`src/sv/bmft_pkg.sv`:
```
// Package: shared types, constants and codes for the block-mapped flash translation.
package bmft_pkg;
  localparam int DATA_BLOCKS_DEF = 16;
  localparam int BLOCK_PAGES_DEF = 8;
  localparam int LSN_W = 7;
  localparam int CMD_W = 3;
  localparam int PAGE_W = 8;
  localparam int BLK_W = 5;
  localparam int LBN_W = 4;

  typedef enum logic [CMD_W-1:0] {
    CMD_READ = 3'd0,
    CMD_PROG = 3'd1,
    CMD_TAG = 3'd2,
    CMD_COPY = 3'd3,
    CMD_ERASE = 3'd4,
    CMD_UNMAP = 3'd5,
    CMD_NOFREE = 3'd6
  } cmd_t;

  typedef enum logic [3:0] {
    S_IDLE, S_LOOK, S_DECIDE, S_TAG, S_PROG1, S_MOVE, S_MOVE_ER,
    S_M1, S_M1_ER, S_M2, S_M2_ER, S_SCAN, S_EMIT
  } state_t;

  typedef struct packed {
    logic latch;     // capture request
    logic emit;      // load output register
    cmd_t cmd;
    logic last;
    logic [1:0] dst_sel;   // 0 pbn,1 nb,2 spare
    logic [1:0] src_sel;
    logic use_page;        // page counter as page, else offset
    logic page_clr;
    logic page_inc;
    logic do_alloc;
    logic do_setbit;
    logic do_move_er;
    logic do_sp_clr;
    logic scan_clr;
    logic scan_inc;
    logic scan_set;
  } ctl_t;

  typedef struct packed {
    logic kind;
    logic out_range;
    logic mapped;
    logic written;
    logic have_free;
    logic page_is_off;
    logic page_end;
    logic scan_hit;
    logic scan_end;
    logic out_busy;
  } sts_t;
endpackage

```
`src/sv/bmft_ctrl.sv`:
```
// Controller: sequences the commands for one request.
module bmft_ctrl import bmft_pkg::*; (
  input  logic clk,
  input  logic rst_n,
  input  logic in_valid,
  output logic in_ready,
  input  sts_t sts,
  output ctl_t ctl
);
  state_t state_r, state_nxt;

  always_ff @(posedge clk) begin
    if (!rst_n) state_r <= S_IDLE;
    else state_r <= state_nxt;
  end

  always_comb begin
    ctl = '0;
    ctl.cmd = CMD_READ;
    state_nxt = state_r;
    in_ready = (state_r == S_IDLE);
    case (state_r)
      S_IDLE: begin
        if (in_valid) begin
          ctl.latch = 1'b1;
          state_nxt = S_LOOK;
        end
      end
      S_LOOK: state_nxt = S_DECIDE;
      S_DECIDE: begin
        if (!sts.out_busy) begin
          ctl.page_clr = 1'b1;
          if (sts.out_range) begin
            if (!sts.kind) begin
              ctl.emit = 1'b1; ctl.cmd = CMD_UNMAP; ctl.last = 1'b1;
            end
            state_nxt = S_IDLE;
          end else if (!sts.kind) begin
            ctl.emit = 1'b1; ctl.last = 1'b1;
            ctl.cmd = sts.mapped ? CMD_READ : CMD_UNMAP;
            state_nxt = S_IDLE;
          end else if (!sts.mapped) begin
            if (!sts.have_free) begin
              ctl.emit = 1'b1; ctl.cmd = CMD_NOFREE; ctl.last = 1'b1;
              state_nxt = S_IDLE;
            end else begin
              ctl.do_alloc = 1'b1;
              state_nxt = S_TAG;
            end
          end else if (!sts.written) begin
            ctl.emit = 1'b1; ctl.cmd = CMD_PROG; ctl.last = 1'b1;
            ctl.do_setbit = 1'b1;
            state_nxt = S_IDLE;
          end else if (sts.have_free) begin
            state_nxt = S_MOVE;
          end else begin
            state_nxt = S_M1;
          end
        end
      end
      S_TAG: begin
        if (!sts.out_busy) begin
          ctl.emit = 1'b1; ctl.cmd = CMD_TAG; ctl.use_page = 1'b1;
          state_nxt = S_PROG1;
        end
      end
      S_PROG1: begin
        if (!sts.out_busy) begin
          ctl.emit = 1'b1; ctl.cmd = CMD_PROG; ctl.last = 1'b1;
          ctl.do_setbit = 1'b1; ctl.scan_clr = 1'b1;
          state_nxt = S_SCAN;
        end
      end
      S_SCAN: begin
        if (sts.scan_hit) begin
          ctl.scan_set = 1'b1; state_nxt = S_IDLE;
        end else if (sts.scan_end) begin
          ctl.scan_set = 1'b1; state_nxt = S_IDLE;
        end else ctl.scan_inc = 1'b1;
      end
      S_MOVE, S_M1, S_M2: begin
        if (!sts.out_busy) begin
          ctl.emit = 1'b1; ctl.use_page = 1'b1; ctl.page_inc = 1'b1;
          ctl.dst_sel = (state_r == S_MOVE) ? 2'd1 : (state_r == S_M1) ? 2'd2 : 2'd0;
          ctl.src_sel = (state_r == S_M2) ? 2'd2 : 2'd0;
          ctl.cmd = (sts.page_is_off && state_r != S_M2) ? CMD_PROG : CMD_COPY;
          if (sts.page_end) begin
            ctl.page_clr = 1'b1;
            state_nxt = (state_r == S_MOVE) ? S_MOVE_ER :
                        (state_r == S_M1) ? S_M1_ER : S_M2_ER;
          end
        end
      end
      S_MOVE_ER, S_M1_ER, S_M2_ER: begin
        if (!sts.out_busy) begin
          ctl.emit = 1'b1; ctl.cmd = CMD_ERASE;
          ctl.dst_sel = (state_r == S_M2_ER) ? 2'd2 : 2'd0;
          ctl.last = (state_r != S_M1_ER);
          ctl.do_move_er = (state_r == S_MOVE_ER);
          ctl.do_sp_clr = (state_r == S_M2_ER);
          state_nxt = (state_r == S_M1_ER) ? S_M2 : S_IDLE;
        end
      end
      default: state_nxt = S_IDLE;
    endcase
  end

  assert property (@(posedge clk) disable iff (!rst_n)
    ctl.emit |-> !sts.out_busy) else $error("emit while output full");
  assert property (@(posedge clk) disable iff (!rst_n)
    ctl.latch |=> !in_ready) else $error("accepted while busy");
  assert property (@(posedge clk) disable iff (!rst_n)
    (state_r == S_SCAN) |-> !ctl.emit) else $error("emit during scan");
endmodule

```
`src/sv/bmft_dp.sv`:
```
// Datapath: maps, written-page bitmap, free pointer and output register.
module bmft_dp import bmft_pkg::*; #(
  parameter int DATA_BLOCKS = DATA_BLOCKS_DEF,
  parameter int BLOCK_PAGES = BLOCK_PAGES_DEF
) (
  input  logic clk,
  input  logic rst_n,
  input  logic in_kind,
  input  logic [LSN_W-1:0] in_lsn,
  input  ctl_t ctl,
  output sts_t sts,
  output logic out_valid,
  input  logic out_ready,
  output logic [CMD_W-1:0] out_cmd,
  output logic [PAGE_W-1:0] out_page_addr,
  output logic [PAGE_W-1:0] out_source_page_addr,
  output logic [BLK_W-1:0] out_block_addr,
  output logic [LBN_W-1:0] out_lbn_tag,
  output logic [LSN_W-1:0] out_lsn_tag,
  output logic out_last
);
  localparam int BW = $clog2(DATA_BLOCKS + 1);
  localparam int IW = $clog2(DATA_BLOCKS);
  localparam int PW = $clog2(BLOCK_PAGES);
  localparam int LW = LSN_W;
  localparam int RS = 17;
  localparam logic [RS-1:0] RM = RS'((2**RS + BLOCK_PAGES - 1) / BLOCK_PAGES);

  logic [BW-1:0] bmap_r [DATA_BLOCKS];
  logic [DATA_BLOCKS-1:0] mvalid_r, rvalid_r;
  logic [BLOCK_PAGES-1:0] pw_r [DATA_BLOCKS+1];
  logic [BW-1:0] free_r, scan_r, pbn_r;
  logic [PW-1:0] page_r, off_r;
  logic [LW-1:0] lsn_r, lbn_r;
  logic kind_r, mapped_r;
  logic [BLOCK_PAGES-1:0] pwcur_r;
  logic ov_r;

  wire [LW+RS-1:0] lbn_prod = (LW+RS)'(in_lsn) * (LW+RS)'(RM);
  wire [LW-1:0] lbn_w = lbn_prod[LW+RS-1:RS];
  wire [LW-1:0] lbn_base = lbn_r * LW'(BLOCK_PAGES);
  wire [LW-1:0] off_w = lsn_r - lbn_base;
  wire oor = (lbn_r >= LW'(DATA_BLOCKS));
  wire [IW-1:0] lidx = oor ? '0 : lbn_r[IW-1:0];
  wire [BW-1:0] nb = free_r;
  wire [BW-1:0] sp = BW'(DATA_BLOCKS);

  always_ff @(posedge clk) begin
    if (ctl.latch) begin
      kind_r <= in_kind;
      lsn_r <= in_lsn;
      lbn_r <= lbn_w;
    end
    off_r <= off_w[PW-1:0];
    mapped_r <= !oor && mvalid_r[lidx];
    if (ctl.do_alloc) pbn_r <= free_r;
    else pbn_r <= bmap_r[lidx];
    pwcur_r <= pw_r[bmap_r[lidx]];
  end

  always_ff @(posedge clk) begin
    if (ctl.page_clr) page_r <= '0;
    else if (ctl.page_inc) page_r <= page_r + 1'b1;
  end

  always_ff @(posedge clk) begin
    if (!rst_n) begin
      mvalid_r <= '0; rvalid_r <= '0; free_r <= '0; scan_r <= '0;
      for (int i = 0; i <= DATA_BLOCKS; i++) pw_r[i] <= '0;
    end else begin
      if (ctl.do_alloc) begin
        bmap_r[lidx] <= free_r; mvalid_r[lidx] <= 1'b1;
        rvalid_r[free_r[IW-1:0]] <= 1'b1;
      end
      if (ctl.do_setbit) pw_r[pbn_r][off_r] <= 1'b1;
      if (ctl.do_move_er) begin
        bmap_r[lidx] <= nb; rvalid_r[pbn_r[IW-1:0]] <= 1'b0; rvalid_r[nb[IW-1:0]] <= 1'b1;
        pw_r[nb] <= pw_r[pbn_r]; pw_r[pbn_r] <= '0; free_r <= pbn_r;
      end
      if (ctl.do_sp_clr) pw_r[DATA_BLOCKS] <= '0;
      if (ctl.scan_clr) scan_r <= '0;
      else if (ctl.scan_inc) scan_r <= scan_r + 1'b1;
      if (ctl.scan_set) free_r <= sts.scan_hit ? scan_r : sp;
    end
  end

  function automatic logic [PAGE_W-1:0] addr(input logic [BW-1:0] b, input logic [PW-1:0] p);
    logic [PAGE_W+BW-1:0] a;
    a = (PAGE_W+BW)'(b) * (PAGE_W+BW)'(BLOCK_PAGES) + (PAGE_W+BW)'(p);
    return a[PAGE_W-1:0];
  endfunction

  logic [BW-1:0] dst, src;
  logic [PW-1:0] pg;
  always_comb begin
    case (ctl.dst_sel)
      2'd1: dst = nb;
      2'd2: dst = sp;
      default: dst = pbn_r;
    endcase
    case (ctl.src_sel)
      2'd2: src = sp;
      default: src = pbn_r;
    endcase
    pg = ctl.use_page ? page_r : off_r;
  end

  always_comb begin
    sts.kind = kind_r;
    sts.out_range = oor;
    sts.mapped = mapped_r;
    sts.written = pwcur_r[off_r];
    sts.have_free = (free_r < sp);
    sts.page_is_off = (page_r == off_r);
    sts.page_end = (page_r == PW'(BLOCK_PAGES - 1));
    sts.scan_hit = (scan_r < sp) && !rvalid_r[scan_r[IW-1:0]];
    sts.scan_end = (scan_r >= sp - 1'b1);
    sts.out_busy = ov_r && !out_ready;
  end

  always_ff @(posedge clk) begin
    if (!rst_n) ov_r <= 1'b0;
    else if (ctl.emit) ov_r <= 1'b1;
    else if (out_ready) ov_r <= 1'b0;
  end

  always_ff @(posedge clk) begin
    if (ctl.emit) begin
      out_cmd <= ctl.cmd;
      out_last <= ctl.last;
      out_page_addr <= '0; out_source_page_addr <= '0; out_block_addr <= '0;
      out_lbn_tag <= '0; out_lsn_tag <= '0;
      case (ctl.cmd)
        CMD_READ: out_page_addr <= addr(pbn_r, off_r);
        CMD_TAG: begin
          out_page_addr <= addr(dst, '0); out_lbn_tag <= lbn_r[LBN_W-1:0];
        end
        CMD_PROG: begin
          out_page_addr <= addr(dst, pg); out_lbn_tag <= lbn_r[LBN_W-1:0];
          out_lsn_tag <= lsn_r;
        end
        CMD_COPY: begin
          out_page_addr <= addr(dst, pg); out_source_page_addr <= addr(src, pg);
        end
        CMD_ERASE: out_block_addr <= BLK_W'(dst);
        default: ;
      endcase
    end
  end

  assign out_valid = ov_r;

  assert property (@(posedge clk) disable iff (!rst_n)
    ov_r && !out_ready |=> ov_r && $stable(out_cmd)) else $error("output lost");
  assert property (@(posedge clk) disable iff (!rst_n)
    ctl.do_alloc |-> free_r < sp) else $error("alloc without free block");
  assert property (@(posedge clk) disable iff (!rst_n)
    ctl.do_move_er |-> free_r != pbn_r) else $error("move into own block");
endmodule

```
`src/sv/block_mapped_flash_translation.sv`:
```
// Top level: block-mapped flash translation layer.
//   channel | direction | handshake         | payload
//   in_     | input     | in_valid/in_ready | kind, lsn
//   out_    | output    | out_valid/out_ready | cmd, addresses, tags, last
// After its transfer a request passes a lookup state, then a decide state that
// issues a one-command answer itself; later commands follow one per cycle unless stalled.
// A first write adds a free-block scan over the reverse map after its program command.
// A merge issues 2*BLOCK_PAGES+2 commands, one per cycle unless stalled, via the output register.
// Synchronous active-low reset clears the map valid bits and bitmap at once.
// A stalled output holds the sequencer in place.
module block_mapped_flash_translation import bmft_pkg::*; #(
  parameter int DATA_BLOCKS = DATA_BLOCKS_DEF,
  parameter int BLOCK_PAGES = BLOCK_PAGES_DEF
) (
  input  logic clk,
  input  logic rst_n,
  input  logic in_valid,
  output logic in_ready,
  input  logic in_kind,
  input  logic [LSN_W-1:0] in_lsn,
  output logic out_valid,
  input  logic out_ready,
  output logic [CMD_W-1:0] out_cmd,
  output logic [PAGE_W-1:0] out_page_addr,
  output logic [PAGE_W-1:0] out_source_page_addr,
  output logic [BLK_W-1:0] out_block_addr,
  output logic [LBN_W-1:0] out_lbn_tag,
  output logic [LSN_W-1:0] out_lsn_tag,
  output logic out_last
);
  ctl_t ctl;
  sts_t sts;

  bmft_ctrl u_ctrl (
    .clk(clk), .rst_n(rst_n), .in_valid(in_valid), .in_ready(in_ready),
    .sts(sts), .ctl(ctl)
  );

  bmft_dp #(.DATA_BLOCKS(DATA_BLOCKS), .BLOCK_PAGES(BLOCK_PAGES)) u_dp (
    .clk(clk), .rst_n(rst_n), .in_kind(in_kind), .in_lsn(in_lsn),
    .ctl(ctl), .sts(sts), .out_valid(out_valid), .out_ready(out_ready),
    .out_cmd(out_cmd), .out_page_addr(out_page_addr),
    .out_source_page_addr(out_source_page_addr), .out_block_addr(out_block_addr),
    .out_lbn_tag(out_lbn_tag), .out_lsn_tag(out_lsn_tag), .out_last(out_last)
  );
endmodule

```
`config.mk`:
```
export PLATFORM = sky130hd
export DESIGN_NAME = block_mapped_flash_translation
export DESIGN_NICKNAME = d
export VERILOG_FILES = /design/src/sv/bmft_pkg.sv /design/src/sv/bmft_ctrl.sv /design/src/sv/bmft_dp.sv /design/src/sv/block_mapped_flash_translation.sv
export SDC_FILE = /design/constraint.sdc
export NUM_CORES = 1
export LEC_CHECK = 0
export BUFFER_PORTS_ARGS = -buffer_cell sky130_fd_sc_hd__buf_2
export CAP_MARGIN = 20
export CORE_MARGIN = 2
export CORE_UTILIZATION = 45
export CTS_BUF_LIST = sky130_fd_sc_hd__clkbuf_8
export CTS_CLUSTER_SIZE = 12
export DETAILED_ROUTE_END_ITERATION = 10
export GPL_ROUTABILITY_DRIVEN = 0
export PLACE_DENSITY = 0.67
export SKIP_LAST_GASP = 1
export SLEW_MARGIN = 30
export SYNTH_ARGS = -nofsm -noshare
export SYNTH_HDL_FRONTEND = slang
export SYNTH_SLANG_ARGS = --single-unit
```
`constraint.sdc`:
```
create_clock -name clk -period 3.45 [get_ports clk]
set_clock_uncertainty 0.05 [all_clocks]
set_input_delay 0.69 -clock clk [delete_from_list [all_inputs] [get_ports clk]]
set_output_delay 0.69 -clock clk [all_outputs]
set_load 0.03 [all_outputs]
```
==> impl_metrics.env <==
export IMPL_routed_wirelength_mm=79.6
export IMPL_finalWorstSetupSlack_ns=0.0917
export IMPL_synth_nets=2208
export IMPL_rr_endpoint="u_dp.pwcur_r[7]$_DFF_P_"
export IMPL_maxCapViolCount=0
export IMPL_routed_via_count=20249
export IMPL_dp_final_hpwl_mm=52.3
export IMPL_fin_area_um2=26900
export IMPL_synth_xor_area_frac=0.00403
export IMPL_root_buffer="clkbuf_8"
export IMPL_core_um2=52600
export IMPL_drc_errors=1
export IMPL_p_per_area_nw_per_um2=751
export IMPL_startpoint_type="flop"
export IMPL_worstSkewPairLatency_ns=0.71
export IMPL_synth_edf_count=380
export IMPL_final_core_util=0.512
export IMPL_synth_compound_area_frac=0.157
export IMPL_dieArea_um2=54900
export IMPL_synth_top_family_by_area="compound AO/OA/AOI/OAI gates"
export IMPL_crit_path_end_kind="flop"
export IMPL_synth_avg_cell_area_um2=10.9
export IMPL_grt_pass1_wl_mm=118
export IMPL_yosysTopAreaCellShare=0.478
export IMPL_synth_area_um2=23900
export IMPL_cts_sinks=447
export IMPL_rsz0062_at_grt="no"
export IMPL_cp_arrival_ns=3.89
export IMPL_worstHoldPathCells=1
export IMPL_drive_above_1_share=0.201
export IMPL_yosysWarnings=0
export IMPL_ys_top_cells_by_area="edfxtp_1 48%, mux4_2 9.8%, dfxtp_1 5.6%"
export IMPL_synth_adder_area_share=0.00314
export IMPL_clock_path_buffers=3
export IMPL_reg2reg_from="u_dp.lsn_r[3]$_DFFE_PP_"
export IMPL_die_h_um=234
export IMPL_seq_area_frac_synth=0.534
export IMPL_ys_flop_type="edfxtp_1"
export IMPL_rr_worst_depth=7
export IMPL_final_max_slew_viol_count=0
export IMPL_synth_cell_type_count=68
export IMPL_ios=50
export IMPL_grt_max_degree=65
export IMPL_ff2ff_setup_slack_ns=0.09
export IMPL_slew_headroom=0.290
export IMPL_hold_viol=0
export IMPL_syn_inst=2190
export IMPL_worst_slew_pin_slew_ns=1.06
export IMPL_ant_nets=0
export IMPL_leakagePower_nw=9.16
export IMPL_post_place_ws_ns=0.0795
export IMPL_htreeDepth=3
export IMPL_endpoint="u_dp.pwcur_r[7]$_DFF_P_"
export IMPL_final_nets=2284
export IMPL_fin_crit_sh=0.973
export IMPL_dr_pass1_iters=10
export IMPL_critPathRequiredTime_ns=3.99
export IMPL_port_buffers=49
export IMPL_fin_worst_hold_slack_ns=0.106
export IMPL_violations="design-rule violations"
export IMPL_area_delta_synth_final_pct=12.7
export IMPL_async_flop_share=0
export IMPL_synth_area_mux_share=0.119
export IMPL_placed_area_um2=25400
export IMPL_drtIter0Drc=3281
export IMPL_fmax_mhz=298
export IMPL_grt_pass1_vias=19286
export IMPL_wl_per_cell_um=26.4
export IMPL_rows=84
export IMPL_dp_cells=2875
export IMPL_antenna_found_initial=3
export IMPL_status="finished, violations left"
export IMPL_die_w_um=234
export IMPL_ir_drop_mv=0.571
export IMPL_via_per_inst=6.72
export IMPL_setup_tns_final_ns=0
export IMPL_numCtsBuffers=76
export IMPL_post_cts_repair_setup_buffers=0
export IMPL_cp_max_fo=19
export IMPL_cts_hold_buf=0
export IMPL_tritoncts="yes"
export IMPL_hp_class="primary input to flop"
export IMPL_setup_viol=0
export IMPL_cp_startpoint="u_dp.lsn_r[3]$_DFFE_PP_"
export IMPL_period_needed_ns=3.36
export IMPL_yosys_area_top_type="edfxtp_1"
export IMPL_start_util=0.454
export IMPL_synth_seq_cells=447
export IMPL_nFillCells=4592
export IMPL_clk_pin_slew_ns=0.06
export IMPL_synth_simple_area_share=0.138
export IMPL_crit_type="flop to flop"
export IMPL_antennaDiodeCount=0
export IMPL_total_power_mw=20.2
export IMPL_overflow=0
export IMPL_instances_no_fill=3013
export IMPL_grt_use_total=0.288
layout by cell type (no fill, tap or decap), types with 49 or more instances in the layout:
cell	n
a21oi_1	149
a22oi_1	78
buf_2	50
buf_4	134
clkbuf_8	81
dfxtp_1	64
edfxtp_1	380
mux4_2	104
nand2_1	231
nor2_1	348
o21ai_0	102
o21ai_1	49
o22ai_1	164
synth_stat cells, types with 3 or more instances:
library cell / count
a2111oi_0: 4
a21boi_0: 17
a21oi_1: 149
a21oi_2: 7
a22oi_1: 79
a31oi_1: 4
and2_1: 17
and3_1: 21
buf_1: 7
buf_2: 87
buf_4: 7
buf_6: 11
clkbuf_1: 81
clkbuf_2: 6
dfxtp_1: 67
edfxtp_1: 380
ha_1: 6
inv_1: 15
mux2_2: 4
mux2i_1: 25
mux4_1: 7
mux4_2: 104
nand2_1: 231
nand2_2: 6
nand2b_1: 15
nand3_1: 25
nand3b_1: 7
nand4_1: 6
nor2_1: 348
nor2_2: 4
nor2b_1: 19
nor3_1: 21
nor3b_1: 3
nor4_2: 11
o21a_1: 18
o21ai_0: 102
o21ai_1: 49
o22ai_1: 164
o22ai_2: 8
xnor2_1: 8
xor2_1: 3
per-layer routing:
metal,vias up,track usage,part of all wire
met3,337,0.0848,0.14
li1,8416,-,-
met1,9878,0.368,0.36
met5,-,0,0.00029
met4,4,0.162,0.057
met2,1614,0.439,0.44
where the power goes:
group / leakage, nW / switching (mW) / total [mW] / internal, mW
Clock: 0.825 / 2.31 / 4.74 / 2.43
Sequential: 4.42 / 0.419 / 6.70 / 6.28
Combinational: 3.91 / 5.80 / 8.79 / 3.00
worst min path at each step:
stage                                       start                 endpoint
after floorplan           u_dp.lsn_r[0]$_DFFE_PP_    u_dp.off_r[0]$_DFF_P_
after global placement    u_dp.lsn_r[2]$_DFFE_PP_    u_dp.off_r[2]$_DFF_P_
after detailed placement  u_dp.lsn_r[2]$_DFFE_PP_    u_dp.off_r[2]$_DFF_P_
after CTS                               in_lsn[2]  u_dp.lsn_r[2]$_DFFE_PP_
after global routing                    in_lsn[2]  u_dp.lsn_r[2]$_DFFE_PP_
final                                   in_lsn[3]  u_dp.lsn_r[3]$_DFFE_PP_
kinds of logic (layout without fill, tap and decap cells):
group	count (synthesis)	count (layout)
flops	447	447
compound gates	618	618
mux	142	142
fa+ha+maj	6	6
xor+xnor	11	11
simple gates	749	749
buf+inv	217	352
flip-flops by register name, indices dropped and copies added (netlist names), 3 cells and up:
signal and count:
u_ctrl.state_r 4, u_dp.free_r 5, u_dp.mvalid_r 16, u_dp.out_page_addr 8, u_dp.lsn_r 7, u_dp.scan_r 5, u_dp.pw_r 256, u_dp.out_lbn_tag 4
u_dp.pwcur_r 8, u_dp.out_lsn_tag 7, u_dp.bmap_r 80, u_dp.out_source_page_addr 8, u_dp.out_cmd 3, u_dp.off_r 3, u_dp.page_r 3, u_dp.pbn_r 5
u_dp.out_block_addr 5, u_dp.rvalid_r 16
layout make-up:
type                            instances  area (µm²)  share of cell area
Tap cell                              688         861              0.0320
Inverter                               17        63.8             0.00237
Clock inverter                         56         358              0.0133
Timing Repair Buffer                  198        1540              0.0571
Multi-Input combinational cell       1526       10200               0.380
Sequential cell                       447       12800               0.474
Clock buffer                           81        1110              0.0414
critical path: stages, from the launching register on:
cell and delay [ns]:
edfxtp_1 0.37, buf_4 0.31, mux4_1 0.63, mux4_2 0.59, nor2b_1 0.20, nand2b_1 0.39
o22ai_1 0.31, nor4_2 0.37
what timing repair did:
item                                   in CTS  in global routing
endpoints found under the hold margin       0                  0
setup endpoints to repair                   0                  7
gates resized for setup                     0                  3
No activity file was read; power rests on OpenSTA's default activity.
